**src/hw/rtl/assert_macros.svh**
```systemverilog
// Assertion macros shared by the range minimum segment tree RTL.
// Both macros need clk_i in scope; RMST_ASSERT also needs rst_ni.
`ifndef ASSERT_MACROS_SVH
`define ASSERT_MACROS_SVH

// Checked at every clock edge outside reset.
`define RMST_ASSERT(name, prop, msg) \
  name: assert property (@(posedge clk_i) disable iff (!rst_ni) prop) else $error(msg);

// Checked at every clock edge, reset included.
`define RMST_ASSERT_ALWAYS(name, prop, msg) \
  name: assert property (@(posedge clk_i) prop) else $error(msg);

`endif

```
**src/hw/rtl/rmst_pkg.sv**
```systemverilog
// Types and constants of the range minimum segment tree core.
// Used by the controller, the datapath and the top level; depends on nothing.
package rmst_pkg;

  localparam int unsigned MaxLeaves = 128;
  localparam int unsigned NodeW     = $clog2(2 * MaxLeaves);
  localparam int unsigned IdxW      = NodeW + 1;
  localparam int unsigned CountW    = 8;
  localparam int unsigned ValueW    = 60;

  localparam logic [ValueW-1:0] Sentinel = 60'd1000000000000000000;

  localparam logic OpSet   = 1'b0;
  localparam logic OpQuery = 1'b1;

  typedef struct packed {
    logic              operation;
    logic              tree_select;
    logic [6:0]        position;
    logic [ValueW-1:0] new_value;
    logic [7:0]        range_low;
    logic [7:0]        range_high;
  } rmst_cmd_t;

  typedef struct packed {
    logic [ValueW-1:0] min_value;
    logic              status;
  } rmst_result_t;

  typedef enum logic [2:0] {
    S_CLEAR,
    S_IDLE,
    S_SET_LEAF,
    S_SET_READ,
    S_SET_WRITE,
    S_Q_LEFT,
    S_Q_RIGHT,
    S_DONE
  } rmst_state_e;

  typedef struct packed {
    logic load;
    logic clear_step;
    logic set_leaf;
    logic set_read;
    logic set_write;
    logic q_left;
    logic q_right;
  } rmst_ctrl_t;

  typedef struct packed {
    logic clear_last;
    logic bad;
    logic is_query;
    logic l_lt_r;
    logic p_gt1;
    logic parent_gt1;
  } rmst_stat_t;

endpackage

```
**src/hw/rtl/rmst_ctrl.sv**
```systemverilog
// Controller of the range minimum segment tree core: sequences the clear pass,
// the leaf update walk and the query walk. Depends on rmst_pkg and assert_macros.svh.
`include "assert_macros.svh"

module rmst_ctrl (
  input  logic               clk_i,
  input  logic               rst_ni,
  input  logic               start,
  output logic               busy,
  output logic               done_o,
  output rmst_pkg::rmst_ctrl_t ctrl_o,
  input  rmst_pkg::rmst_stat_t stat_i
);
  import rmst_pkg::*;

  rmst_state_e state_q, state_d;

  always_ff @(posedge clk_i or negedge rst_ni) begin
    if (!rst_ni) begin
      state_q <= S_CLEAR;
    end else begin
      state_q <= state_d;
    end
  end

  always_comb begin
    state_d = state_q;
    unique case (state_q)
      S_CLEAR: begin
        if (stat_i.clear_last) state_d = S_IDLE;
      end
      S_IDLE: begin
        if (start) begin
          if (stat_i.bad) begin
            state_d = S_DONE;
          end else if (stat_i.is_query) begin
            state_d = S_Q_LEFT;
          end else begin
            state_d = S_SET_LEAF;
          end
        end
      end
      S_SET_LEAF:  state_d = stat_i.p_gt1 ? S_SET_READ : S_DONE;
      S_SET_READ:  state_d = S_SET_WRITE;
      S_SET_WRITE: state_d = stat_i.parent_gt1 ? S_SET_READ : S_DONE;
      S_Q_LEFT:    state_d = stat_i.l_lt_r ? S_Q_RIGHT : S_DONE;
      S_Q_RIGHT:   state_d = S_Q_LEFT;
      S_DONE:      state_d = S_IDLE;
      default:     state_d = S_IDLE;
    endcase
  end

  always_comb begin
    ctrl_o            = '0;
    ctrl_o.load       = (state_q == S_IDLE) && start;
    ctrl_o.clear_step = (state_q == S_CLEAR);
    ctrl_o.set_leaf   = (state_q == S_SET_LEAF);
    ctrl_o.set_read   = (state_q == S_SET_READ);
    ctrl_o.set_write  = (state_q == S_SET_WRITE);
    ctrl_o.q_left     = (state_q == S_Q_LEFT);
    ctrl_o.q_right    = (state_q == S_Q_RIGHT);
    busy              = (state_q != S_IDLE);
    done_o            = (state_q == S_DONE);
  end

  // An accepted word always keeps the core busy until its result is out.
  `RMST_ASSERT(a_load_then_busy, ctrl_o.load |=> busy, "accepted word did not start work")
  // A result is followed by an idle cycle, so each word yields one strobe.
  `RMST_ASSERT(a_done_then_idle, done_o |=> !busy && !done_o, "result strobe repeated")

endmodule

```
**config.mk**
```make
export PLATFORM = sky130hd
export DESIGN_NAME = rmst_ctrl
export DESIGN_NICKNAME = d
export VERILOG_FILES = /design/src/hw/rtl/rmst_pkg.sv /design/src/hw/rtl/rmst_ctrl.sv
export VERILOG_INCLUDE_DIRS = /design/src /design/src/hw/rtl
export SDC_FILE = /design/constraint.sdc
export NUM_CORES = 1
export LEC_CHECK = 0
export BUFFER_PORTS_ARGS = -buffer_cell sky130_fd_sc_hd__buf_2
export CORE_AREA = 4 4 41 43
export DETAILED_ROUTE_END_ITERATION = 12
export DIE_AREA = 0 0 45 47
export GPL_TIMING_DRIVEN = 0
export PLACE_DENSITY = 0.57
export SETUP_SLACK_MARGIN = 0.02
export SYNTH_ARGS = -nofsm -noshare
export SYNTH_HDL_FRONTEND = slang
export SYNTH_SLANG_ARGS = --single-unit
export TNS_END_PERCENT = 50
```
**constraint.sdc**
```tcl
create_clock -name clk_i -period 1.15 [get_ports clk_i]
set_clock_uncertainty 0.1 [all_clocks]
set_input_delay 0.1725 -clock clk_i [delete_from_list [all_inputs] [get_ports clk_i]]
set_output_delay 0.1725 -clock clk_i [all_outputs]
set_load 0.01 [all_outputs]
```
==> out/metrics.cfg, run 1 <==
[timing]
rsz0062_at_grt=true
hold_violations=0
tightest_slew_ns=0.197
fin_crit_ns=1.40
timing.fmax_mhz=713
setup_tns_ns=-2.17
drv_slew=0
slew_headroom_pct=86.9
period_share_pct=122
setup_viol=11
setup_ws_ns=-0.252
holdWs_ns=0.0196

[layout]
fin_util_pct=38.9
regMostFlops=state_q
final_cell_mix=buf_2, buf_4, buf_6, nor2_1
layout-drive-gt1-share_pct=67.2
diodes=0
top_regs=state_q x3
final_common_cell=buf_2
nFillCells=144
fin_nets=68
fin_cells=73
area_growth_pct=93.8
largest_register_ffs=3

[detailed_routing]
drc=0
viasPerCell=4.34
num_vias=317
drt-total-wl_um=801
dr.first_iter.drc_count=4
ant_nets=0
wire_per_inst_um=11.0
drt_first_pass_iters=2

[synth]
netlist_area_um2=262
syn_area_per_cell_um2=8.72
ys_seq_area_share_pct=28.7
ys_seq_elements=3
syn_inst=30
synth_top_flop_cell=dfrtp_1
synth_edf_count=0
yosysWarnings=0
synth_fp_nets=39
synthArstFlopShare_pct=100
synth.distinct_cells=19

[pwr]
irDropWorstVdd_uv=1010
power_leakage_nw=0.246
cellPowerDensity_mw_per_mm2=2710
total_power_mw=1.37

[critical_path]
path_cells=buf_6 -> nor3_4 -> buf_2
criticalPathCategory=reg2out
startpoint_type=flip-flop
worstSetupEndpointType=primary output
reg2reg_slack_ns=-0.19
cpPeakStageDelay_ns=0.41
worstPathArrival_ns=1.13
required_ns=0.88
critPathMaxFanout=5
crit_slowest_cell=dfrtp_1

[clock_network]
clock_latency_ns=0.23
cts_tree=done
h-tree-depth=1
clkTransAtPathRegs_ns=0.04
cts_made_buffers=3
clock_path_buffers=2
cts_root_buffer=clkbuf_4
cts_sinks=3

[die]
die-area_mm2=0.00212
io_pins=18
core_mm2=0.00130
die_h_um=47
die_x_um=45
initial_utilization_pct=20.1
fp-row-count=13

[global_routing]
grt_max_degree=11
antenna_found_initial=0
grt.total_usage_pct=8.69
grt-ovfl-total=0
grt_pass1_vias=293
grt_pass1_wl_um=1250

[place]
port_buffers=17
hpwl_um=572
place_inst=62
gp_congestion=0.664

[run]
cap_violations=0

[outcome]
violations=setup timing
status=finished with violations

[hold_path]
holdCritPathClass=in2reg

layer usage:
layer / up-vias / routed length [µm] / share of wire, % / global-route usage (%)
met4: 0 / 0 / 0 / 1.75
li1: 163 / - / - / -
met1: 144 / 342 / 43 / 10.0
met2: 10 / 397 / 50 / 13.3
met3: 0 / 62 / 7.7 / 6.13
met5: - / 0 / 0 / 0
area by class of cell:
type | instances | area (µm²) | area share, %
multi-input combinational | 24 | 200 | 39.5
buffer | 3 | 33.8 | 6.67
sequential | 3 | 75.1 | 14.8
tap | 15 | 18.8 | 3.70
clock buffer | 4 | 26.3 | 5.19
timing repair buffer | 24 | 153 | 30.1
final timing paths:
kind | startpoint | endpoint | depth (start not counted)
setup / recovery | state_q[1] | ctrl_o[6] | 3
hold / removal | stat_i[2] | state_q[0] | 2
setup reg to reg | state_q[1] | state_q[0] | 4
hold reg to reg | state_q[1] | state_q[1] | 2
max in group asynchronous | rst_ni | state_q[1] | 2
min in group asynchronous | rst_ni | state_q[0] | 2
critical path: cells and delay by family, from the launching register on:
kind	cells	cell delay (ns)
buffers and inverters	2	0.30
DFF	1	0.41
and+or+nand+nor	1	0.18
cells in the mapped netlist (2+ instances only):
cell / number / share of area, %
buf_2: 2 / 3.8
dfrtp_1: 3 / 29
a21oi_1: 2 / 3.8
nor3_1: 2 / 3.8
nor2_1: 4 / 5.7
a221oi_2: 2 / 11
nand2_1: 3 / 4.3
kinds of logic after synthesis:
logic type | share of synthesized area [%]
and+or+nand+nor | 42.6
buffers and inverters | 8.13
DFF | 28.7
AOI/OAI and AO/OA | 20.6
where the power goes:
group          switching [mW]  total (mW)  internal, mW  leakage [nW]
sequential             0.0502       0.209         0.159        0.0334
combinational           0.436       0.976         0.540         0.198
clock                  0.0564       0.187         0.130        0.0150
total                   0.543        1.37         0.828         0.246
metrics by stage:
stage,instance area [µm²],worst slack [ns]
after floorplan,275,0.00574
after global placement,379,-0.0772
after detailed placement,379,-0.0908
after CTS,473,-0.251
after global routing,507,-0.318
final,507,-0.252
what timing repair did:
item                                   4_1_cts  5_1_grt
gates cloned                                 1        0
pin swaps                                    1        1
setup endpoints to repair                   12       11
hold buffers                                 1        0
resized for setup                            7        4
buffers inserted                             3        2
endpoints found under the hold margin        3        0
Note: power is estimated with default switching activity, not from simulation.
==> inputs of run 2 (changes only) <==
GPL_TIMING_DRIVEN = default   (was 0)
==> run 2 against run 1 <==
Effect of this change: via count shrank 1.9%; clock power is 4% higher; utilization decreased by 1.8 points; largest power group unchanged; non-clock buffer count decreased by 2; setup slack got worse by 0.021 ns; the run still ends with setup timing left; sequential power grew 37%; fmax fell by 1.4%; first-iteration DRC count is 25% higher; combinational power is 16% lower; critical endpoint is now ctrl_o[4]; die area did not move.
==> out/metrics.cfg, run 2 (synthesis results as in run 1) <==
[clock_network]
cts_root_buffer=clkbuf_4
cts_sinks=3
clock_path_buffers=2
clock_latency_ns=0.24
clkTransAtPathRegs_ns=0.04
cts_made_buffers=3
h-tree-depth=1
cts_tree=done

[detailed_routing]
num_vias=311
drt_first_pass_iters=4
viasPerCell=4.38
wire_per_inst_um=11.4
drt-total-wl_um=809
dr.first_iter.drc_count=5
drc=0
ant_nets=0

[hold_path]
holdCritPathClass=in2reg

[layout]
fin_nets=66
final_common_cell=buf_2
diodes=0
regMostFlops=state_q
top_regs=state_q x3
stdcell_area_um2=483
fin_util_pct=37.1
largest_register_ffs=3
area_growth_pct=84.7
layout-drive-gt1-share_pct=69.6
final_cell_mix=buf_2, buf_6, nor2_1

[timing]
period_share_pct=124
setup_viol=11
setup_tns_ns=-2.26
timing.fmax_mhz=703
rsz0062_at_grt=true
drv_slew=0
hold_violations=0
holdWs_ns=0.0224
fin_crit_ns=1.42
tightest_slew_ns=0.220
slew_headroom_pct=85.4
setup_ws_ns=-0.273

[global_routing]
grt_pass1_wl_um=1370
grt-ovfl-total=0
grt_max_degree=13
antenna_found_initial=0
grt.total_usage_pct=9.34
grt_pass1_vias=316

[critical_path]
startpoint_type=flip-flop
worstPathArrival_ns=1.15
required_ns=0.88
criticalPathCategory=reg2out
cpPeakStageDelay_ns=0.44
path_cells=buf_6 -> nor3b_2 -> buf_2
critPathMaxFanout=7
worstSetupEndpointType=primary output
crit_slowest_cell=dfrtp_2

[place]
place_ws_ns=-0.0855
placed_area_um2=395
port_buffers=17
gp_congestion=0.680
hpwl_um=575

[outcome]
violations=setup timing
status=finished with violations

[die]
fp-row-count=13
die-area_mm2=0.00212
die_h_um=47
io_pins=18
die_x_um=45
core_mm2=0.00130
initial_utilization_pct=20.1

[pwr]
cellPowerDensity_mw_per_mm2=2700
irDropWorstVdd_uv=814
power_leakage_nw=0.227

[run]
cap_violations=0

[run 2: cell count changes in the layout (fill, tap and decap cells not counted)]
cell     before  now
buf_4         6    3
dfrtp_1       3    0
dfrtp_2       0    3
a21oi_1       0    1
a21oi_2       2    1
buf_6         5    6
nor3_2        0    1
nor3_4        1    0
nor3b_2       1    2
nor3b_4       1    0
[run 2: power by group]
group	total (mW)	internal, mW	switching [mW]
Clock	0.195	0.131	0.0643
Combinational	0.823	0.494	0.329
Sequential	0.286	0.168	0.118
Total	1.30	0.793	0.511
[run 2: area by class of cell]
class                      count  area (µm²)
multi-input combinational     24         184
sequential                     3        78.8
clock buffer                   4        26.3
tap                           15        18.8
fill                         146         818
timing repair buffer          25         175
[run 2: routing by layer]
| layer | routed length (µm) | share of wire [%] | vias to the layer above | GRT usage (%) |
|---|---|---|---|---|
| met5 | 0 | 0 | - | 0 |
| met4 | 0 | 0 | 0 | 5.26 |
| met3 | 53 | 6.6 | 0 | 3.45 |
| met2 | 425 | 53 | 10 | 15.8 |
| met1 | 330 | 41 | 140 | 10.0 |
| li1 | - | - | 161 | - |
[run 2: what timing repair did]
item,4_1_cts,5_1_grt
hold buffers,1,0
endpoints found under the setup margin,12,12
cloned,0,0
gates resized for setup,10,0
pin swaps,3,0
endpoints found under the hold margin,3,0
setup buffers,2,0
[run 2: path summary, 6_finish.rpt]
path,start,endpoint,slack [ns],cells after the start
worst max-delay path,state_q[0],ctrl_o[4],-0.27,3
worst min-delay path,stat_i[0],state_q[2],0.02,2
worst max register to register,state_q[2],state_q[0],-0.10,3
worst min register to register,state_q[1],state_q[1],0.55,2
max in group asynchronous,rst_ni,state_q[2],0.66,2
min in group asynchronous,rst_ni,state_q[1],0.16,2
[run 2: critical path: cells and delay by family (launching register included)]
family	cells	cell delay, ns
AND/OR/NAND/NOR	1	0.17
flip-flops	1	0.44
buffers and inverters	2	0.30
[run 2: through the flow]
step                std cells  total power [mW]
CTS                        71              1.32
finish                     71              1.30
detailed placement         64             0.922
global placement           64             0.912
floorplan                  30             0.690
global route               71              1.41
==> inputs of run 3 (changes only) <==
CTS_BUF_LIST = sky130_fd_sc_hd__clkbuf_2   (was default)
PLACE_DENSITY = 0.55   (was 0.57)
==> run 3 against run 2 <==
Effect of this change: the flow still finishes with violations (setup timing); clock power down 21%; worst hold slack improved by 0.012 ns; global-route usage grew 0.16 points; sequential share of layout area decreased by 0.13 points; critical path depth unchanged; setup slack gained 0.017 ns; sequential power up 5%; die area unchanged; routed wire length is 5.3% higher; largest cell class unchanged; highest routed layer unchanged.
==> out/metrics.cfg, run 3 (synthesis results as in run 1) <==
[layout]
layout-drive-gt1-share_pct=72.7
fin_nets=65
nFillCells=148
final_common_cell=buf_2
diodes=0
area_growth_pct=86.1
fin_util_pct=37.4
top_regs=state_q x3
fin_cells=70
largest_register_ffs=3
stdcell_area_um2=487
regMostFlops=state_q
final_cell_mix=buf_2, buf_6, nor2_1, clkbuf_2

[critical_path]
r2r_start=state_q[2]
critPathMaxFanout=7
criticalPathCategory=reg2out
startpoint_type=flip-flop
required_ns=0.88
worstPathArrival_ns=1.13
worstSetupEndpointType=primary output
critPathLaunch=state_q[0]

[die]
die_h_um=47
fp-row-count=13
initial_utilization_pct=20.1
die_x_um=45
core_mm2=0.00130
io_pins=18
die-area_mm2=0.00212

[pwr]
total_power_mw=1.30
power_leakage_nw=0.233
cellPowerDensity_mw_per_mm2=2670
irDropWorstVdd_uv=904

[place]
gp_congestion=0.687
port_buffers=17
placed_area_um2=395
place_inst=64
hpwl_um=634

[detailed_routing]
ant_nets=0
viasPerCell=4.53
drc=0
wire_per_inst_um=12.2
drt-total-wl_um=852
dr.first_iter.drc_count=0
num_vias=317
drt_first_pass_iters=1

[timing]
slew_headroom_pct=81.7
setup_viol=11
timing.fmax_mhz=711
rsz0062_at_grt=true
setup_ws_ns=-0.256
fin_crit_ns=1.41
period_share_pct=122
tightest_slew_ns=0.274
setup_tns_ns=-2.12
hold_violations=0
drv_slew=0

[clock_network]
cts_sinks=3
cts_root_buffer=clkbuf_2
clock_path_buffers=2
cts_made_buffers=3
cts_tree=done
clkTransAtPathRegs_ns=0.05
clock_latency_ns=0.21
h-tree-depth=1

[global_routing]
met1_usage_pct=10.3
use_met2_pct=15.8
antenna_found_initial=0
grt_max_degree=13
grtUsageMet3_pct=3.83
grt.total_usage_pct=9.49
grt-ovfl-total=0
grt-busiest-layer=met2
grt_pass1_wl_um=1390
grt_pass1_vias=334

[outcome]
violations=setup timing
status=finished with violations

[hold_path]
holdCritPathClass=in2reg
hp-start=stat_i[2]

[run]
cap_violations=0

-- run 3: critical path, cell delays in order, from the launching register on --
cell and delay, ns:
dfrtp_2 0.44, buf_6 0.15, nor3b_4 0.17, buf_2 0.16
-- run 3: layer usage --
layer / part of all wire (%) / vias to the layer above
li1: - / 157
met1: 37 / 152
met2: 58 / 8
met3: 5.5 / 0
met4: 0 / 0
met5: 0 / -
-- run 3: final timing paths --
path,depth (start not counted),to,slack (ns)
setup / recovery,3,ctrl_o[4],-0.26
hold / removal,2,state_q[0],0.03
setup reg to reg,3,state_q[0],-0.12
hold reg to reg,2,state_q[1],0.57
max in group asynchronous,2,state_q[2],0.63
min in group asynchronous,2,state_q[0],0.19
-- run 3: repair_timing --
| action | 4_1_cts | 5_1_grt |
|---|---|---|
| pin swaps | 2 | 2 |
| resized for setup | 10 | 3 |
| hold buffers | 1 | 0 |
| setup endpoints to repair | 12 | 12 |
| setup buffers | 1 | 0 |
| endpoints found under the hold margin | 3 | 0 |
-- run 3: final cells by class --
class,count,area (µm²),share of cell area (%)
Multi-Input combinational cell,24,201,41.4
Tap cell,15,18.8,3.86
Timing Repair Buffer,24,168,34.4
Sequential cell,3,78.8,16.2
Clock buffer,4,20.0,4.11
-- run 3: through the flow --
| step | setup slack (ns) | hold slack, ns |
|---|---|---|
| 2_1_floorplan | 0.00574 | -0.223 |
| 3_3_place_gp | -0.0854 | -0.130 |
| 3_5_place_dp | -0.0851 | -0.128 |
| 4_1_cts | -0.261 | 0.0135 |
| 5_1_grt | -0.334 | 0.0306 |
| 6_report | -0.256 | 0.0344 |
-- run 3: power by group --
part	total [mW]	internal [mW]	switching [mW]
registers	0.299	0.167	0.132
logic	0.843	0.492	0.351
clock network	0.155	0.0919	0.0629
